## src/rtl/bpmu_pkg.sv

```systemverilog
// shared types and constants of the bank page mapping unit
`timescale 1ns / 1ps
`default_nettype none

package bpmu_pkg;

    typedef enum logic {
        OP_READ  = 1'b0,
        OP_WRITE = 1'b1
    } t_op;

    typedef enum logic [1:0] {
        PORT_STATUS = 2'd0,
        PORT_RAM    = 2'd1,
        PORT_BANK_A = 2'd2,
        PORT_BANK_B = 2'd3
    } t_port;

    typedef enum logic [1:0] {
        CFG_SMALL_MODEL = 2'd0,
        CFG_FLASH_LIMIT = 2'd1,
        CFG_RAM_LIMIT   = 2'd2
    } t_cfg_index;

    localparam logic [7:0] RAM_MARK_SMALL  = 8'h40;
    localparam logic [7:0] RAM_MARK_LARGE  = 8'h80;
    localparam logic [6:0] PAGE_MASK_SMALL = 7'h1F;
    localparam logic [6:0] PAGE_MASK_LARGE = 7'h7F;
    localparam logic [7:0] PAGE_EVEN_MASK  = 8'hFE;

    localparam logic [7:0] FLASH_LIMIT_RESET = 8'd127;
    localparam logic [7:0] RAM_LIMIT_RESET   = 8'd7;

    typedef struct packed {
        logic       small_model;
        logic [7:0] flash_limit;
        logic [7:0] ram_limit;
    } t_cfg;

    // mapping registers as seen after the current access
    typedef struct packed {
        logic       mode_nz;
        logic [7:0] ram_page;
        logic [6:0] a_page;
        logic       a_flash;
        logic [6:0] b_page;
        logic       b_flash;
    } t_bank_state;

    typedef struct packed {
        logic [7:0] read_data;
        logic [7:0] bank1_page;
        logic       bank1_is_flash;
        logic [7:0] bank2_page;
        logic       bank2_is_flash;
        logic [7:0] bank3_page;
        logic       bank3_is_flash;
        logic [3:0] clamp_flags;
    } t_result;

endpackage

`default_nettype wire

```

## src/rtl/bpmu_access.sv

```systemverilog
// port access decode: mapping registers and read data
`timescale 1ns / 1ps
`default_nettype none

module bpmu_access (
    input  wire logic                 i_clk,
    input  wire logic                 i_rst_n,
    input  wire logic                 i_en,
    input  wire logic                 i_small_model,
    input  wire logic                 i_op,
    input  wire logic [1:0]           i_port_sel,
    input  wire logic [7:0]           i_write_data,
    input  wire logic [7:0]           i_irq_flags,
    output logic      [7:0]           o_read_data,
    output bpmu_pkg::t_bank_state     o_state
);
    import bpmu_pkg::*;

    logic [7:0] r_mode_byte, n_mode_byte;
    logic [7:0] r_ram_page, n_ram_page;
    logic [6:0] r_a_page, n_a_page;
    logic       r_a_flash, n_a_flash;
    logic [6:0] r_b_page, n_b_page;
    logic       r_b_flash, n_b_flash;

    logic [7:0] ram_mark;
    logic [6:0] page_mask;
    logic       wr_flash;
    logic [6:0] wr_page;

    assign ram_mark  = i_small_model ? RAM_MARK_SMALL : RAM_MARK_LARGE;
    assign page_mask = i_small_model ? PAGE_MASK_SMALL : PAGE_MASK_LARGE;
    assign wr_flash  = ~|(i_write_data & ram_mark);
    assign wr_page   = i_write_data[6:0] & page_mask;

    always_comb begin
        n_mode_byte = r_mode_byte;
        n_ram_page  = r_ram_page;
        n_a_page    = r_a_page;
        n_a_flash   = r_a_flash;
        n_b_page    = r_b_page;
        n_b_flash   = r_b_flash;
        o_read_data = 8'd0;
        if (t_op'(i_op) == OP_WRITE) begin
            case (t_port'(i_port_sel))
                PORT_STATUS: n_mode_byte = i_write_data;
                PORT_RAM:    n_ram_page  = i_write_data;
                PORT_BANK_A: begin
                    n_a_page  = wr_page;
                    n_a_flash = wr_flash;
                end
                default: begin
                    n_b_page  = wr_page;
                    n_b_flash = wr_flash;
                end
            endcase
        end else begin
            case (t_port'(i_port_sel))
                PORT_STATUS: o_read_data = i_irq_flags;
                PORT_RAM:    o_read_data = r_ram_page;
                PORT_BANK_A: o_read_data = {1'b0, r_a_page} | (r_a_flash ? 8'd0 : ram_mark);
                default:     o_read_data = {1'b0, r_b_page} | (r_b_flash ? 8'd0 : ram_mark);
            endcase
        end
    end

    always_ff @(posedge i_clk) begin
        if (!i_rst_n) begin
            r_mode_byte <= 8'd0;
            r_ram_page  <= 8'd0;
            r_a_page    <= 7'd0;
            r_a_flash   <= 1'b1;
            r_b_page    <= 7'd0;
            r_b_flash   <= 1'b1;
        end else if (i_en) begin
            r_mode_byte <= n_mode_byte;
            r_ram_page  <= n_ram_page;
            r_a_page    <= n_a_page;
            r_a_flash   <= n_a_flash;
            r_b_page    <= n_b_page;
            r_b_flash   <= n_b_flash;
        end
    end

    // mapping follows the registers as they stand after this access
    assign o_state.mode_nz  = |n_mode_byte;
    assign o_state.ram_page = n_ram_page;
    assign o_state.a_page   = n_a_page;
    assign o_state.a_flash  = n_a_flash;
    assign o_state.b_page   = n_b_page;
    assign o_state.b_flash  = n_b_flash;

endmodule

`default_nettype wire

```

## src/rtl/bpmu_map.sv

```systemverilog
// bank 1 to 3 page selection and limit clamping
`timescale 1ns / 1ps
`default_nettype none

module bpmu_map (
    input  wire bpmu_pkg::t_bank_state i_state,
    input  wire bpmu_pkg::t_cfg        i_cfg,
    input  wire logic [7:0]            i_read_data,
    output bpmu_pkg::t_result          o_result
);
    import bpmu_pkg::*;

    logic [7:0] pg [1:3];
    logic       fl [1:3];
    logic [7:0] pg_out [1:3];
    logic [3:1] clamp;
    logic [7:0] a_page;

    assign a_page = {1'b0, i_state.a_page};

    always_comb begin
        if (i_state.mode_nz) begin
            pg[1] = a_page & PAGE_EVEN_MASK;
            fl[1] = i_state.a_flash;
            pg[2] = i_cfg.small_model ? a_page : (a_page | 8'd1);
            fl[2] = i_state.a_flash;
            pg[3] = {1'b0, i_state.b_page};
            fl[3] = i_state.b_flash;
        end else begin
            pg[1] = a_page;
            fl[1] = i_state.a_flash;
            pg[2] = {1'b0, i_state.b_page};
            fl[2] = i_state.b_flash;
            pg[3] = i_cfg.small_model ? 8'd0 : i_state.ram_page;
            fl[3] = 1'b0;
        end
    end

    always_comb begin
        for (int i = 1; i <= 3; i++) begin
            logic [7:0] lim;
            lim = fl[i] ? i_cfg.flash_limit : i_cfg.ram_limit;
            clamp[i]  = pg[i] > lim;
            pg_out[i] = clamp[i] ? (pg[i] & lim) : pg[i];
        end
    end

    // bank 0 is flash page 0 and never clamps
    assign o_result.read_data      = i_read_data;
    assign o_result.bank1_page     = pg_out[1];
    assign o_result.bank1_is_flash = fl[1];
    assign o_result.bank2_page     = pg_out[2];
    assign o_result.bank2_is_flash = fl[2];
    assign o_result.bank3_page     = pg_out[3];
    assign o_result.bank3_is_flash = fl[3];
    assign o_result.clamp_flags    = {clamp, 1'b0};

endmodule

`default_nettype wire

```

## src/rtl/bank_page_mapping_unit.sv

```systemverilog
// top level of the bank page mapping unit
// Each port access request (read or write of status/mode, RAM page, bank A or bank B) yields
// one result: the read byte and the clamped pages of banks 1 to 3. A request is held in an
// input register and passes through the decode and mapping logic into a result register, so
// the block takes one request per cycle while results are taken and presents each result from
// there; the two registers together let one new request in while a result waits. Configuration
// writes are taken at once and apply to later requests.
`timescale 1ns / 1ps
`default_nettype none

module bank_page_mapping_unit (
    input  wire logic       i_clk,
    input  wire logic       i_rst_n,
    input  wire logic       i_cfg_we,
    input  wire logic [1:0] i_cfg_index,
    input  wire logic [7:0] i_cfg_data,
    input  wire logic       i_in_valid,
    output logic            o_in_ready,
    input  wire logic       i_op,
    input  wire logic [1:0] i_port_sel,
    input  wire logic [7:0] i_write_data,
    input  wire logic [7:0] i_irq_flags,
    output logic            o_out_valid,
    input  wire logic       i_out_ready,
    output logic      [7:0] o_read_data,
    output logic      [7:0] o_bank1_page,
    output logic            o_bank1_is_flash,
    output logic      [7:0] o_bank2_page,
    output logic            o_bank2_is_flash,
    output logic      [7:0] o_bank3_page,
    output logic            o_bank3_is_flash,
    output logic      [3:0] o_clamp_flags
);
    import bpmu_pkg::*;

    t_cfg        r_cfg;
    logic        r_in_valid;
    logic        r_op;
    logic [1:0]  r_port_sel;
    logic [7:0]  r_write_data;
    logic [7:0]  r_irq_flags;
    logic        r_out_valid;
    t_result     r_result;

    logic        advance;
    logic [7:0]  rd_data;
    t_bank_state state;
    t_result     result;

    always_ff @(posedge i_clk) begin
        if (!i_rst_n) begin
            r_cfg.small_model <= 1'b0;
            r_cfg.flash_limit <= FLASH_LIMIT_RESET;
            r_cfg.ram_limit   <= RAM_LIMIT_RESET;
        end else if (i_cfg_we) begin
            case (t_cfg_index'(i_cfg_index))
                CFG_SMALL_MODEL: r_cfg.small_model <= i_cfg_data[0];
                CFG_FLASH_LIMIT: r_cfg.flash_limit <= i_cfg_data;
                CFG_RAM_LIMIT:   r_cfg.ram_limit   <= i_cfg_data;
                default: ;
            endcase
        end
    end

    // the held request moves on when the result register is free or being emptied
    assign advance    = r_in_valid && (!r_out_valid || i_out_ready);
    assign o_in_ready = !r_in_valid || advance;

    always_ff @(posedge i_clk) begin
        if (!i_rst_n) begin
            r_in_valid <= 1'b0;
        end else if (o_in_ready) begin
            r_in_valid <= i_in_valid;
        end
    end

    always_ff @(posedge i_clk) begin
        if (o_in_ready && i_in_valid) begin
            r_op         <= i_op;
            r_port_sel   <= i_port_sel;
            r_write_data <= i_write_data;
            r_irq_flags  <= i_irq_flags;
        end
    end

    bpmu_access u_access (
        .i_clk         (i_clk),
        .i_rst_n       (i_rst_n),
        .i_en          (advance),
        .i_small_model (r_cfg.small_model),
        .i_op          (r_op),
        .i_port_sel    (r_port_sel),
        .i_write_data  (r_write_data),
        .i_irq_flags   (r_irq_flags),
        .o_read_data   (rd_data),
        .o_state       (state)
    );

    bpmu_map u_map (
        .i_state     (state),
        .i_cfg       (r_cfg),
        .i_read_data (rd_data),
        .o_result    (result)
    );

    always_ff @(posedge i_clk) begin
        if (!i_rst_n) begin
            r_out_valid <= 1'b0;
        end else if (advance) begin
            r_out_valid <= 1'b1;
        end else if (i_out_ready) begin
            r_out_valid <= 1'b0;
        end
    end

    always_ff @(posedge i_clk) begin
        if (advance) begin
            r_result <= result;
        end
    end

    assign o_out_valid      = r_out_valid;
    assign o_read_data      = r_result.read_data;
    assign o_bank1_page     = r_result.bank1_page;
    assign o_bank1_is_flash = r_result.bank1_is_flash;
    assign o_bank2_page     = r_result.bank2_page;
    assign o_bank2_is_flash = r_result.bank2_is_flash;
    assign o_bank3_page     = r_result.bank3_page;
    assign o_bank3_is_flash = r_result.bank3_is_flash;
    assign o_clamp_flags    = r_result.clamp_flags;

endmodule

`default_nettype wire

```

## config.mk

```make
export PLATFORM = sky130hd
export DESIGN_NAME = bank_page_mapping_unit
export DESIGN_NICKNAME = d
export VERILOG_FILES = /design/src/rtl/bpmu_pkg.sv /design/src/rtl/bpmu_access.sv /design/src/rtl/bpmu_map.sv /design/src/rtl/bank_page_mapping_unit.sv
export SDC_FILE = /design/constraint.sdc
export NUM_CORES = 1
export LEC_CHECK = 0
export ABC_CLOCK_PERIOD_IN_PS = 5300
export BUFFER_PORTS_ARGS = -buffer_cell sky130_fd_sc_hd__buf_2
export CORE_MARGIN = 4
export CORE_UTILIZATION = 58
export DETAILED_ROUTE_END_ITERATION = 10
export PLACE_DENSITY = 0.8
export SYNTH_ARGS = -nofsm -noshare
export SYNTH_HDL_FRONTEND = slang
export SYNTH_SLANG_ARGS = --single-unit
```

## constraint.sdc

```tcl
create_clock -name i_clk -period 5.3 [get_ports i_clk]
set_clock_uncertainty 0.15 [all_clocks]
set_input_delay 0.53 -clock i_clk [delete_from_list [all_inputs] [get_ports i_clk]]
set_output_delay 0.53 -clock i_clk [all_outputs]
set_load 0.05 [all_outputs]
```

Yosys cells after proc, flatten, opt, wreduce, memory -nomap -nowiden --
Index checks and enable logic that the tools add are counted. W data, S select, Z words.
Operators by class: $lt $le $gt $ge 3, equality and inequality tests 4, muxes and demuxes 29, bitwise logic cells 7, reductions and logical operators 16
Operators by type and width (count):
- $mux W8 | 14
- $mux W7 | 5
- $and A8 B8 Y8 | 3
- $pmux W8 S3 | 1
- $mux W17 | 1
- $gt A8 B8 Y1 | 2
- $or A7 B8 Y8 | 2
- $reduce_or A8 Y1 | 2
- $and A7 B8 Y8 | 1
- $gt A7 B8 Y1 | 1
- $and A7 B7 Y7 | 1
- $mux W1 | 7
- $reduce_and A2 Y1 | 3
- $eq A2 B1 Y1 const B | 2
- $eq A2 B2 Y1 const B | 2
- $logic_not A2 Y1 | 2
- $logic_not A1 Y1 | 3
- $reduce_or A3 Y1 | 1
- $logic_and A1 B1 Y1 | 2
- $logic_or A1 B1 Y1 | 2
- $mux W2 | 1
- $reduce_bool A2 Y1 | 1
Word-level totals: register bits after elaboration 108, input port bits 34, output and inout bits 41

Logic depth before layout (Yosys ltp) --
depth in word-level cells 10, mapped depth 15, gate-level depth less buffers 13

Modules after synthesis --
A second synthesis with hierarchy kept.
Unflattened totals: cell total of the unflattened synthesis 535, area total of the unflattened synthesis 6228.5 um2
By module, submodules not included:
- bank_page_mapping_unit | instances 1, cells each 140, area an instance 2551.2 um2
- bpmu_access | instances 1, cells each 203, area an instance 1986.9 um2
- bpmu_map | instances 1, cells each 192, area an instance 1690.4 um2

Least setup slack after synthesis --
Ideal clock, no wire load.
kind reg2reg, start point register r_port_sel[1], end point register r_result, in the netlist o_bank2_page[0] (data pin), setup time 0.260 ns, data arrival time 3.476 ns, data required time 4.890 ns, slack 1.414 ns, cell stages (with the launch flop) 13, path buffers 0, path through edfxtp_1 > nor3b_2 > nand3_1 > o21ai_2 > mux2i_4 > mux2_2 > ha_1 > nor3_1 > or4_1 > o211ai_1 > nor2_1 > mux2i_4 > mux2_2
RTL lines:
- from (decl) | line bank_page_mapping_unit.sv:39 | logic [1:0] r_port_sel;
- from (signal assigned) | line bank_page_mapping_unit.sv:80 | r_port_sel <= i_port_sel;
- to (signal assigned) | line bank_page_mapping_unit.sv:118 | r_result <= result;
- to (decl) | line bank_page_mapping_unit.sv:43 | t_result r_result;

==> metrics.txt <==
TritonCTS buffer count 9; CTS tree done; Detail Placement HPWL 9.686 mm; Psw 555.3 uW; worst-path maximum fanout 30; Setup Buffers After CTS 0; share of post-route cells with drive strength above 1 25.37%; Max-cap violations 0; Synth Warn # 0; sequential power share 51.0%; Avg Cell Area, Syn 10.86 um^2; peak supply drop ~0.18 mV; Site Rows 36; Port Buffers 71; Initial Util 59.77%; Tmin final ~4.7 ns; Avg WL per Cell between 15 and 20 um; fin nets ~680; CTS H-tree lvls 3; register area share after synthesis between 40% and 50%; nature of the critical path endpoint flip-flop; Syn Inst Count 538; Via Count 4,156; CTS Buffer Depth 2; vias in the first global route 4,237; relative slew slack 28.86%; drt first pass iters 5; RSZ-0062 raised after global routing false; Sink Count 106; critical path type flip-flop to flip-flop; via/cell ratio 5.647; Fmax 212.6 MHz; largest family of logic cells by synthesized area multiplexers; PwrDens 285.5 nW/um^2; power share of the combinational group 20.1%; Internal 1.299 mW; most frequent cells in the layout 71 x buf_2, 63 x nand2_1, 55 x edfxtp_1; Skew-Pair Late Insertion Delay slightly below 0.4 ns; Cell Area, Synth roughly 5800 um^2; Post-Synth Adder-Cell Area 9.424%; global-route usage over all layers ~23%; RePlAce Congestion 0.8904; hold endpoint r_write_data[4]; hold path startpoint i_write_data[4]; actual slew at the worst max-slew pin approximately 1.1 ns; cell mode on critical path mux2_2; HP Class input pin to flip-flop; Lkg Pwr 3.076 nW; #FFs+latches synth 106; Startpoint Class flip-flop; final wirelength 12.83 mm; DRT iter0 DRCs 282; Routed Antenna Nets 0; worst-path cell with the longest stage delay a22oi_1; status finished clean; cell at the root of the clock tree clkbuf_8; setup TNS 0 ns; worst endpoint data arrival time 4.70 ns; flop2flop setup slack 0.60 ns; Worst R2R End o_bank3_page[7]; critical path, cell by cell nor3b_2 -> nand3_1 -> o21ai_2 -> buf_4 -> or2_2 -> mux2_2 -> ha_1 -> nor4_1 -> o21ai_0 -> a22oi_1 -> mux2_2; Die X 108.4 um; synth unique cells 46; XOR/XNOR share of the synthesized area 0%; final-report hold violation count 0; most common cell after layout, fill and taps aside buf_2; antenna violations before repair 0; post_cts resized 0; simple logic cell fraction of the synthesized area between 10% and 20%; Layout area overhead 11.18%; fin crit share 88.73%; Die Height 108.4 um; mux contribution to synthesized area a little under a fifth; final setup violation count 0; Sw Share 29.95%; core box area 9774 um^2; ys flop type edfxtp_1; # IOs 75; Clock Power Share 28.9%; Residual DRC 0; async set or reset register ratio after synthesis 0%; area of the die around 12,000 um^2; Hold Crit Depth 1; Post-synth EDFFs 55; CTS Hold Bufs 0; first-pass GRT wire length 21.07 mm; largest net degree at the start of global routing 56; global route overflow 0; number of antenna diodes 0; # fillers 788; CP required 5.30 ns; slowest stage delay, CP 0.69 ns; compound-gate portion of the synthesized area 8.203%; Slew Limit Fails 0; worst r2r src r_port_sel[1]; reg2reg path depth 11; Final Util about two thirds; CTS clk-pin slew, worst paths 0.10 ns
==> critical path: cells and delay by family, from the launching register on <==
family | cells | cell delay, ns
AND/OR/NAND/NOR | 4 | 1.21
AO/OA/AOI/OAI | 3 | 1.01
multiplexers | 2 | 0.80
flip-flops | 1 | 0.67
buffers and inverters | 1 | 0.30
adder cells (fa/ha/maj) | 1 | 0.30
==> how the worst max path moves through the flow <==
stage	startpoint	depth (start not counted)	end
final	r_port_sel[1]	11	o_bank3_page[7]
after global routing	r_port_sel[1]	11	o_bank3_page[3]
after CTS	r_port_sel[1]	11	o_bank3_page[6]
after detailed placement	r_port_sel[1]	11	o_bank3_page[6]
after global placement	r_port_sel[1]	11	o_bank3_page[0]
after floorplan	r_port_sel[1]	12	o_bank2_page[0]
==> cell families (layout without fill, tap and decap cells) <==
| family | Yosys count | after routing |
|---|---|---|
| mux | 91 | 91 |
| fa+ha+maj | 44 | 44 |
| flops | 106 | 106 |
| compound gates | 68 | 68 |
| simple gates | 162 | 162 |
| buf+inv | 66 | 129 |
| other cells | 1 | 3 |
==> cell usage after synthesis (6+ instances only) <==
library cell	n	area, um^2
nor2_1	31	116.4
o21ai_0	15	75.07
a21boi_0	10	75.07
edfxtp_1	55	1652
mux4_2	6	135.1
ha_1	44	550.5
nor2b_1	26	162.7
nor4_1	6	37.54
clkbuf_1	19	71.32
nand3_1	10	50.05
o211a_1	9	90.09
a21oi_1	17	85.08
mux2i_1	38	380.4
nand2_1	63	236.5
dfxtp_1	51	1021
mux2_2	44	495.5
inv_1	38	142.6
==> per-layer routing <==
layer	vias to the layer above	wire length (um)	track usage [%]
met3	29	919	3.821
met2	150	6034	37.17
met1	1980	5578	31.76
met5	-	0	0
li1	1997	-	-
met4	0	298	8.927
==> power by group through the flow <==
stage               sequential (mW)  clock [mW]  combinational, mW
floorplan                      1.01           0              0.232
global placement              0.963           0              0.353
detailed placement            0.964           0              0.370
CTS                           0.945       0.545              0.372
global route                  0.950       0.576              0.411
finish                        0.945       0.535              0.373
==> per-stage QoR <==
step	hold slack [ns]	instance area, um^2	setup slack [ns]	power [mW]	instances
5_1_grt	0.1437	6495	0.2310	1.937	736
3_5_place_dp	0.3383	6271	0.7608	1.334	720
3_3_place_gp	0.3238	6271	0.8933	1.316	720
6_report	0.1575	6495	0.5973	1.854	736
4_1_cts	0.1484	6495	0.6370	1.863	736
2_1_floorplan	0.3030	5849	1.414	1.237	540
==> layout make-up <==
| class | count | area (um^2) | share of cell area (%) |
|---|---|---|---|
| Clock buffer | 12 | 187.7 | 2.890 |
| Clock inverter | 4 | 36.28 | 0.5587 |
| Inverter | 38 | 142.6 | 2.196 |
| Multi-Input combinational cell | 368 | 2904 | 44.71 |
| Sequential cell | 106 | 2673 | 41.15 |
| Tap cell | 133 | 166.4 | 2.562 |
| Timing Repair Buffer | 75 | 385.4 | 5.933 |
==> sequential cells by signal, summed over array words and instances (netlist names) <==
| register | cells |
|---|---|
| u_access.r_ram_page | 8 |
| o_bank2_page | 7 |
| o_bank1_is_flash | 1 |
| r_write_data | 8 |
| o_bank3_is_flash | 1 |
| o_read_data | 8 |
| o_bank2_is_flash | 1 |
| o_bank1_page | 7 |
| u_access.r_a_page | 7 |
| o_clamp_flags | 3 |
| u_access.r_mode_byte | 8 |
| u_access.r_b_flash | 1 |
| r_port_sel | 2 |
| u_access.r_a_flash | 1 |
| o_bank3_page | 8 |
| r_op | 1 |
| u_access.r_b_page | 7 |
| r_irq_flags | 8 |
| o_out_valid | 1 |
| r_in_valid | 1 |
| r_cfg | 17 |
(Power assumes the default switching activity.)
